[src/sv/xorshift_permutation_stream_cipher_unit_defines.svh]
`ifndef XORSHIFT_PERMUTATION_STREAM_CIPHER_UNIT_DEFINES_SVH
`define XORSHIFT_PERMUTATION_STREAM_CIPHER_UNIT_DEFINES_SVH

// same-cycle implication, sampled on clk, off during reset
`define XPSC_ASSERT_IMP(label, ante, cons) \
  label: assert property (@(posedge clk) disable iff (!rst_n) (ante) |-> (cons)) \
    else $error("xpsc: same-cycle check failed");

// next-cycle implication, sampled on clk, off during reset
`define XPSC_ASSERT_NXT(label, ante, cons) \
  label: assert property (@(posedge clk) disable iff (!rst_n) (ante) |=> (cons)) \
    else $error("xpsc: next-cycle check failed");

`endif

[src/sv/xpsc_pkg.sv]
package xpsc_pkg;

  localparam logic [31:0] SEED_MUL  = 32'h6C078965;
  localparam logic [31:0] GEN3_INIT = 32'h03DF95B3;
  localparam logic [31:0] SRC0_INIT = 32'h6C078966;
  localparam logic [31:0] SRC1_INIT = 32'hDD5254A5;
  localparam logic [31:0] SRC2_INIT = 32'hB9523B81;
  localparam logic [31:0] SRC3_INIT = 32'h03DF95B3;

  localparam logic [10:0] PRIME_ROM [256] = '{
    11'd3, 11'd5, 11'd7, 11'd11, 11'd13, 11'd17, 11'd19, 11'd23,
    11'd29, 11'd31, 11'd37, 11'd41, 11'd43, 11'd47, 11'd53, 11'd59,
    11'd61, 11'd67, 11'd71, 11'd73, 11'd79, 11'd83, 11'd89, 11'd97,
    11'd101, 11'd103, 11'd107, 11'd109, 11'd113, 11'd127, 11'd131, 11'd137,
    11'd139, 11'd149, 11'd151, 11'd157, 11'd163, 11'd167, 11'd173, 11'd179,
    11'd181, 11'd191, 11'd193, 11'd197, 11'd199, 11'd211, 11'd223, 11'd227,
    11'd229, 11'd233, 11'd239, 11'd241, 11'd251, 11'd257, 11'd263, 11'd269,
    11'd271, 11'd277, 11'd281, 11'd283, 11'd293, 11'd307, 11'd311, 11'd313,
    11'd317, 11'd331, 11'd337, 11'd347, 11'd349, 11'd353, 11'd359, 11'd367,
    11'd373, 11'd379, 11'd383, 11'd389, 11'd397, 11'd401, 11'd409, 11'd419,
    11'd421, 11'd431, 11'd433, 11'd439, 11'd443, 11'd449, 11'd457, 11'd461,
    11'd463, 11'd467, 11'd479, 11'd487, 11'd491, 11'd499, 11'd503, 11'd509,
    11'd521, 11'd523, 11'd541, 11'd547, 11'd557, 11'd563, 11'd569, 11'd571,
    11'd577, 11'd587, 11'd593, 11'd599, 11'd601, 11'd607, 11'd613, 11'd617,
    11'd619, 11'd631, 11'd641, 11'd643, 11'd647, 11'd653, 11'd659, 11'd661,
    11'd673, 11'd677, 11'd683, 11'd691, 11'd701, 11'd709, 11'd719, 11'd727,
    11'd733, 11'd739, 11'd743, 11'd751, 11'd757, 11'd761, 11'd769, 11'd773,
    11'd787, 11'd797, 11'd809, 11'd811, 11'd821, 11'd823, 11'd827, 11'd829,
    11'd839, 11'd853, 11'd857, 11'd859, 11'd863, 11'd877, 11'd881, 11'd883,
    11'd887, 11'd907, 11'd911, 11'd919, 11'd929, 11'd937, 11'd941, 11'd947,
    11'd953, 11'd967, 11'd971, 11'd977, 11'd983, 11'd991, 11'd997, 11'd1009,
    11'd1013, 11'd1019, 11'd1021, 11'd1031, 11'd1033, 11'd1039, 11'd1049, 11'd1051,
    11'd1061, 11'd1063, 11'd1069, 11'd1087, 11'd1091, 11'd1093, 11'd1097, 11'd1103,
    11'd1109, 11'd1117, 11'd1123, 11'd1129, 11'd1151, 11'd1153, 11'd1163, 11'd1171,
    11'd1181, 11'd1187, 11'd1193, 11'd1201, 11'd1213, 11'd1217, 11'd1223, 11'd1229,
    11'd1231, 11'd1237, 11'd1249, 11'd1259, 11'd1277, 11'd1279, 11'd1283, 11'd1289,
    11'd1291, 11'd1297, 11'd1301, 11'd1303, 11'd1307, 11'd1319, 11'd1321, 11'd1327,
    11'd1361, 11'd1367, 11'd1373, 11'd1381, 11'd1399, 11'd1409, 11'd1423, 11'd1427,
    11'd1429, 11'd1433, 11'd1439, 11'd1447, 11'd1451, 11'd1453, 11'd1459, 11'd1471,
    11'd1481, 11'd1483, 11'd1487, 11'd1489, 11'd1493, 11'd1499, 11'd1511, 11'd1523,
    11'd1531, 11'd1543, 11'd1549, 11'd1553, 11'd1559, 11'd1567, 11'd1571, 11'd1579,
    11'd1583, 11'd1597, 11'd1601, 11'd1607, 11'd1609, 11'd1613, 11'd1619, 11'd1621
  };

  typedef enum logic [3:0] {
    ST_IDLE,
    ST_DRAW,
    ST_INIT,
    ST_GEN,
    ST_RD2,
    ST_WR1,
    ST_WR2,
    ST_POSRD,
    ST_MUL,
    ST_KEYRD,
    ST_OUT
  } state_t;

  typedef enum logic [1:0] {
    RA_GEN_LO,
    RA_TBL_A,
    RA_POS_HI,
    RA_KEY
  } rda_sel_t;

  typedef enum logic {
    RB_GEN_HI,
    RB_TBL_B
  } rdb_sel_t;

  typedef enum logic {
    WR_A,
    WR_B
  } wr_sel_t;

  typedef struct packed {
    logic       accept;
    logic       seed_key;
    logic       draw;
    logic       init_en;
    logic [1:0] init_idx;
    logic       gen_step;
    logic       tbl_clr;
    logic       rd_en;
    rda_sel_t   rda_sel;
    rdb_sel_t   rdb_sel;
    logic       we;
    wr_sel_t    wr_sel;
    logic       mul_load;
    logic       out_load;
    logic       pos_clr;
  } cmd_t;

  typedef struct packed {
    logic in_first;
    logic key_zero;
    logic draw_nz;
    logic lo_zero;
    logic swap_eq;
    logic out_free;
  } sts_t;

  function automatic logic [31:0] xs_step(input logic [31:0] s0, input logic [31:0] s3);
    logic [31:0] x;
    x = s0 ^ (s0 << 11);
    return x ^ (x >> 8) ^ s3 ^ (s3 >> 19);
  endfunction

endpackage

[src/sv/xpsc_ctrl.sv]
module xpsc_ctrl #(
  parameter int SWAP_ROUNDS = 4096
) (
  input  logic             clk,
  input  logic             rst_n,
  input  logic             in_valid,
  output logic             in_ready,
  input  xpsc_pkg::sts_t   sts,
  output xpsc_pkg::cmd_t   cmd
);

  localparam int RW = $clog2(SWAP_ROUNDS + 1);

  xpsc_pkg::state_t state_r;
  xpsc_pkg::state_t state_nxt;
  logic [1:0]       icnt_r;
  logic [1:0]       icnt_nxt;
  logic [RW-1:0]    round_r;
  logic [RW-1:0]    round_nxt;
  logic             last_round;

  assign last_round = (round_r == RW'(SWAP_ROUNDS - 1));

  always_ff @(posedge clk) begin
    if (!rst_n) begin
      state_r <= xpsc_pkg::ST_IDLE;
      icnt_r  <= '0;
      round_r <= '0;
    end else begin
      state_r <= state_nxt;
      icnt_r  <= icnt_nxt;
      round_r <= round_nxt;
    end
  end

  always_comb begin
    state_nxt = state_r;
    icnt_nxt  = icnt_r;
    round_nxt = round_r;
    cmd       = '0;
    in_ready  = 1'b0;
    case (state_r)
      xpsc_pkg::ST_IDLE: begin
        in_ready = 1'b1;
        if (in_valid) begin
          cmd.accept = 1'b1;
          if (sts.in_first) begin
            cmd.pos_clr = 1'b1;
            cmd.tbl_clr = 1'b1;
            icnt_nxt    = '0;
            if (sts.key_zero) begin
              state_nxt = xpsc_pkg::ST_DRAW;
            end else begin
              cmd.seed_key = 1'b1;
              state_nxt    = xpsc_pkg::ST_INIT;
            end
          end else if (sts.lo_zero) begin
            cmd.rd_en   = 1'b1;
            cmd.rda_sel = xpsc_pkg::RA_POS_HI;
            state_nxt   = xpsc_pkg::ST_MUL;
          end else begin
            cmd.rd_en   = 1'b1;
            cmd.rda_sel = xpsc_pkg::RA_KEY;
            state_nxt   = xpsc_pkg::ST_OUT;
          end
        end
      end
      xpsc_pkg::ST_DRAW: begin
        cmd.draw = 1'b1;
        if (sts.draw_nz) begin
          state_nxt = xpsc_pkg::ST_INIT;
        end
      end
      xpsc_pkg::ST_INIT: begin
        cmd.init_en  = 1'b1;
        cmd.init_idx = icnt_r;
        if (icnt_r == 2'd2) begin
          round_nxt = '0;
          state_nxt = xpsc_pkg::ST_GEN;
        end else begin
          icnt_nxt = icnt_r + 2'd1;
        end
      end
      xpsc_pkg::ST_GEN: begin
        cmd.gen_step = 1'b1;
        cmd.rd_en    = 1'b1;
        cmd.rda_sel  = xpsc_pkg::RA_GEN_LO;
        cmd.rdb_sel  = xpsc_pkg::RB_GEN_HI;
        state_nxt    = xpsc_pkg::ST_RD2;
      end
      xpsc_pkg::ST_RD2: begin
        if (sts.swap_eq) begin
          round_nxt = round_r + RW'(1);
          if (last_round) begin
            cmd.rd_en   = 1'b1;
            cmd.rda_sel = xpsc_pkg::RA_POS_HI;
            state_nxt   = xpsc_pkg::ST_MUL;
          end else begin
            state_nxt = xpsc_pkg::ST_GEN;
          end
        end else begin
          cmd.rd_en   = 1'b1;
          cmd.rda_sel = xpsc_pkg::RA_TBL_A;
          cmd.rdb_sel = xpsc_pkg::RB_TBL_B;
          state_nxt   = xpsc_pkg::ST_WR1;
        end
      end
      xpsc_pkg::ST_WR1: begin
        cmd.we     = 1'b1;
        cmd.wr_sel = xpsc_pkg::WR_A;
        state_nxt  = xpsc_pkg::ST_WR2;
      end
      xpsc_pkg::ST_WR2: begin
        cmd.we     = 1'b1;
        cmd.wr_sel = xpsc_pkg::WR_B;
        round_nxt  = round_r + RW'(1);
        if (last_round) begin
          state_nxt = xpsc_pkg::ST_POSRD;
        end else begin
          state_nxt = xpsc_pkg::ST_GEN;
        end
      end
      // multiplier lookup once the last swap is written
      xpsc_pkg::ST_POSRD: begin
        cmd.rd_en   = 1'b1;
        cmd.rda_sel = xpsc_pkg::RA_POS_HI;
        state_nxt   = xpsc_pkg::ST_MUL;
      end
      xpsc_pkg::ST_MUL: begin
        if (!cmd.we) begin
          cmd.mul_load = 1'b1;
        end
        state_nxt = xpsc_pkg::ST_KEYRD;
      end
      xpsc_pkg::ST_KEYRD: begin
        cmd.rd_en   = 1'b1;
        cmd.rda_sel = xpsc_pkg::RA_KEY;
        state_nxt   = xpsc_pkg::ST_OUT;
      end
      xpsc_pkg::ST_OUT: begin
        if (sts.out_free) begin
          cmd.out_load = 1'b1;
          state_nxt    = xpsc_pkg::ST_IDLE;
        end
      end
      default: begin
        state_nxt = xpsc_pkg::ST_IDLE;
      end
    endcase
  end

endmodule

[config.mk]
export PLATFORM = sky130hd
export DESIGN_NAME = xpsc_ctrl
export DESIGN_NICKNAME = d
export VERILOG_FILES = /design/src/sv/xorshift_permutation_stream_cipher_unit_defines.svh /design/src/sv/xpsc_pkg.sv /design/src/sv/xpsc_ctrl.sv
export SDC_FILE = /design/constraint.sdc
export NUM_CORES = 1
export LEC_CHECK = 0
export BUFFER_PORTS_ARGS = -buffer_cell sky130_fd_sc_hd__buf_2
export CAP_MARGIN = 20
export CORE_MARGIN = 2
export CORE_UTILIZATION = 35
export DETAILED_ROUTE_END_ITERATION = 10
export SYNTH_ARGS = -nofsm -noshare
export SYNTH_HDL_FRONTEND = slang
export SYNTH_SLANG_ARGS = --single-unit
export TNS_END_PERCENT = 50
[constraint.sdc]
create_clock -name clk -period 2.8 [get_ports clk]
set_input_delay 0.56 -clock clk [delete_from_list [all_inputs] [get_ports clk]]
set_output_delay 0.56 -clock clk [all_outputs]
set_load 0.005 [all_outputs]
==> results.ini <==
[timing]
post-route-period-util_pct=89.1
setup_tns_ps=0
setup_violations=0
rsz0062_at_grt=false
slew_violations=0
max-slew-margin-rel_pct=49.8
period_minus_slack_ps=2490
finClkSkew_ps=3.64
max_clock_freq_mhz=401
finalHoldViolations=0
worst_pin_slew_ps=751

[global_routing]
overflow=0
grt_pass1_vias=1147
track_usage_pct=15.2
grt_max_degree=25
antenna_found_initial=0
grt_first_pass_wirelength_um=5220

[logic_synthesis]
async_reset_ff_share_pct=0
yosys_warnings=0
synthFlopType=dfxtp_1
synth-seq-area-share_pct=27.9
synth_cell_type_count=52
synthTopCellsByArea=dfxtp_1 28%, a21oi_1 5.9%, nor2_1 4.4%, nand2_1 4.1%, and2_1 3.2%
synth_cells=180
netlist_area_um2=1360
ys_ff_latch=19
synth_top_area_cell=dfxtp_1
synth_area_per_cell_um2=7.57
synth_top_area_share_pct=27.9
synth-edff-count=0
synth_fp_nets=191

[min_path]
timing.hold.worst.class=reg2reg
hold-path-endpoint=round_r[12]$_SDFFE_PN0P_
whs_path_depth=2
min_from=round_r[12]$_SDFFE_PN0P_

[floorplanning]
pin_count=27
die_y_um=66.4
rows=22
initial_utilization_pct=36.9
core-area_um2=3690
die_area_um2=4410
die_width_um=66.4

[critical_path]
cp.required_ps=2240
worstReg2RegEnd=round_r[11]$_SDFFE_PN0P_
reg2reg_slack_ps=690
crit_path_start=state_r[2]$_SDFFE_PN0P_
endpoint_kind=output port
arrival_ps=1930
critPathMaxFanout=24
path_class=reg2out
start_kind=flop
r2r-start=state_r[2]$_SDFFE_PN0P_
ff2ff_path_depth=4

[clock_network]
cts_hold_buffers=0
numCtsBuffers=3
cts_tree=yes
clock_path_buffers=2
cts_resized=0
root_buffer=clkbuf_8
clk_latency_ps=260
clk_pin_slew_worst_paths_ps=70
htreeDepth=1
cts.sinks=19
postCtsSetupRepairBufs=0

[drt]
drt-initial-drc-count=23
dr.pass1.iters=4
drc=0
viasPerCell=5.36
route.antenna.remaining_nets=0
routed_wl_um=3030
drt-wirelength-per-cell_um=12.2
vias=1335

[power_and_ir_drop]
netSwitchingFraction_pct=41.8
pwr-share-seq_pct=36.1
p_switching_mw=0.469
power_mw=1.12
p_per_area_nw_per_um2=718
p_int_mw=0.653
power_frac_comb_pct=46.8
p_leak_nw=0.579
ir_drop_mv=0.513
pwr-share-clk_pct=17.1

[placed_design]
numPortBuffers=26
routabilityCongestion=0.853
hpwl_um=2230

[finish]
nets=213
syn2layout_area_growth_pct=14.7
drive_gt1_share_pct=19.9
diodes=0
final_core_util_pct=42.4

[job]
drv_cap=0

[run_status]
status=finished, final reports clean

==> how the worst max path moves through the flow <==
stage / endpoint / slack (ps) / cells past startpoint
6_report: cmd[6] / 310 / 5
5_1_grt: cmd[6] / 50 / 5
4_1_cts: cmd[6] / 280 / 5
3_5_place_dp: cmd[6] / 570 / 5
3_3_place_gp: cmd[6] / 580 / 5
2_1_floorplan: cmd[8] / 960 / 5
==> kinds of logic after synthesis <==
kind of cell | synth area share, %
AO/OA/AOI/OAI | 24.7
XOR/XNOR | 3.21
adder cells (fa/ha/maj) | 1.84
buffers and inverters | 5.69
flip-flops | 27.9
multiplexers | 1.56
AND/OR/NAND/NOR | 35.1
==> state kept, by name, summed over array words and instances (netlist names) <==
name / count
icnt_r: 2
round_r: 13
state_r: 4
==> metrics by stage <==
stage	hold WS [ps]	instances	instance area, um^2	setup slack, ps
final	479	249	1560	306
after global routing	518	249	1560	54.1
after CTS	483	249	1560	277
after detailed placement	473	245	1520	573
after global placement	464	245	1520	584
after floorplan	448	180	1360	956
==> critical path, stage by stage (launching register included) <==
cell     delay, ps
dfxtp_1        810
nor3b_2        410
nand2_1        100
a21oi_1        170
a21o_1          90
buf_2          100
==> layout by cell type (no fill, tap or decap), types with 2 or more instances in the layout <==
cell,count
nor3_1,3
a211oi_1,2
o21ai_1,3
nand3b_1,4
nand2_1,15
ha_1,2
clkbuf_8,3
and3_1,2
o21ai_0,8
or4_1,4
buf_2,26
buf_4,2
a21oi_1,16
nor4b_1,2
and2_1,7
nor2b_1,2
dfxtp_1,19
nor2_1,16
xnor2_1,4
nand3_1,6
o211ai_1,4
nor4_2,2
o31ai_1,3
or3_1,4
nand2b_1,4
inv_1,7
or2_1,2
o21a_1,5
==> power groups by stage <==
stage	registers, mW	clock network [mW]	logic [mW]
after CTS	0.404	0.203	0.531
after global placement	0.411	0	0.525
after detailed placement	0.412	0	0.529
after global routing	0.420	0.211	0.595
final	0.405	0.192	0.525
after floorplan	0.328	0	0.458
==> layer usage <==
metal	vias to the layer above	part of all wire (%)	global-route usage, %
met5	-	0	0
met2	33	42	23.4
met1	599	52	20.9
met4	0	2.0	6.89
li1	698	-	-
met3	5	4.0	2.04
==> synth_stat cells, types with 2 or more instances <==
cell type  count
o31ai_1        3
nor4_2         2
o211ai_1       4
nand2_1       15
or4_1          4
and2_1         7
and3_1         2
nand3_1        6
o21ai_0        8
nand2b_1       4
nor3_1         3
clkbuf_1       4
buf_2          5
nor4b_1        2
nand3b_1       4
dfxtp_1       19
or2_1          2
ha_1           2
nor2b_1        2
o21a_1         5
nor2_1        16
inv_1          7
xnor2_1        4
a21oi_1       16
a211oi_1       2
o21ai_1        3
or3_1          4
==> area by class of cell <==
type | count | area, um^2
fill | 397 | 2130
multi-input combinational | 143 | 905
sequential | 19 | 380
timing repair buffer | 28 | 145
tap | 48 | 60.1
clock buffer | 3 | 41.3
inverter | 7 | 26.3
clock inverter | 1 | 5.00
No activity file was read; power rests on OpenSTA's default activity.
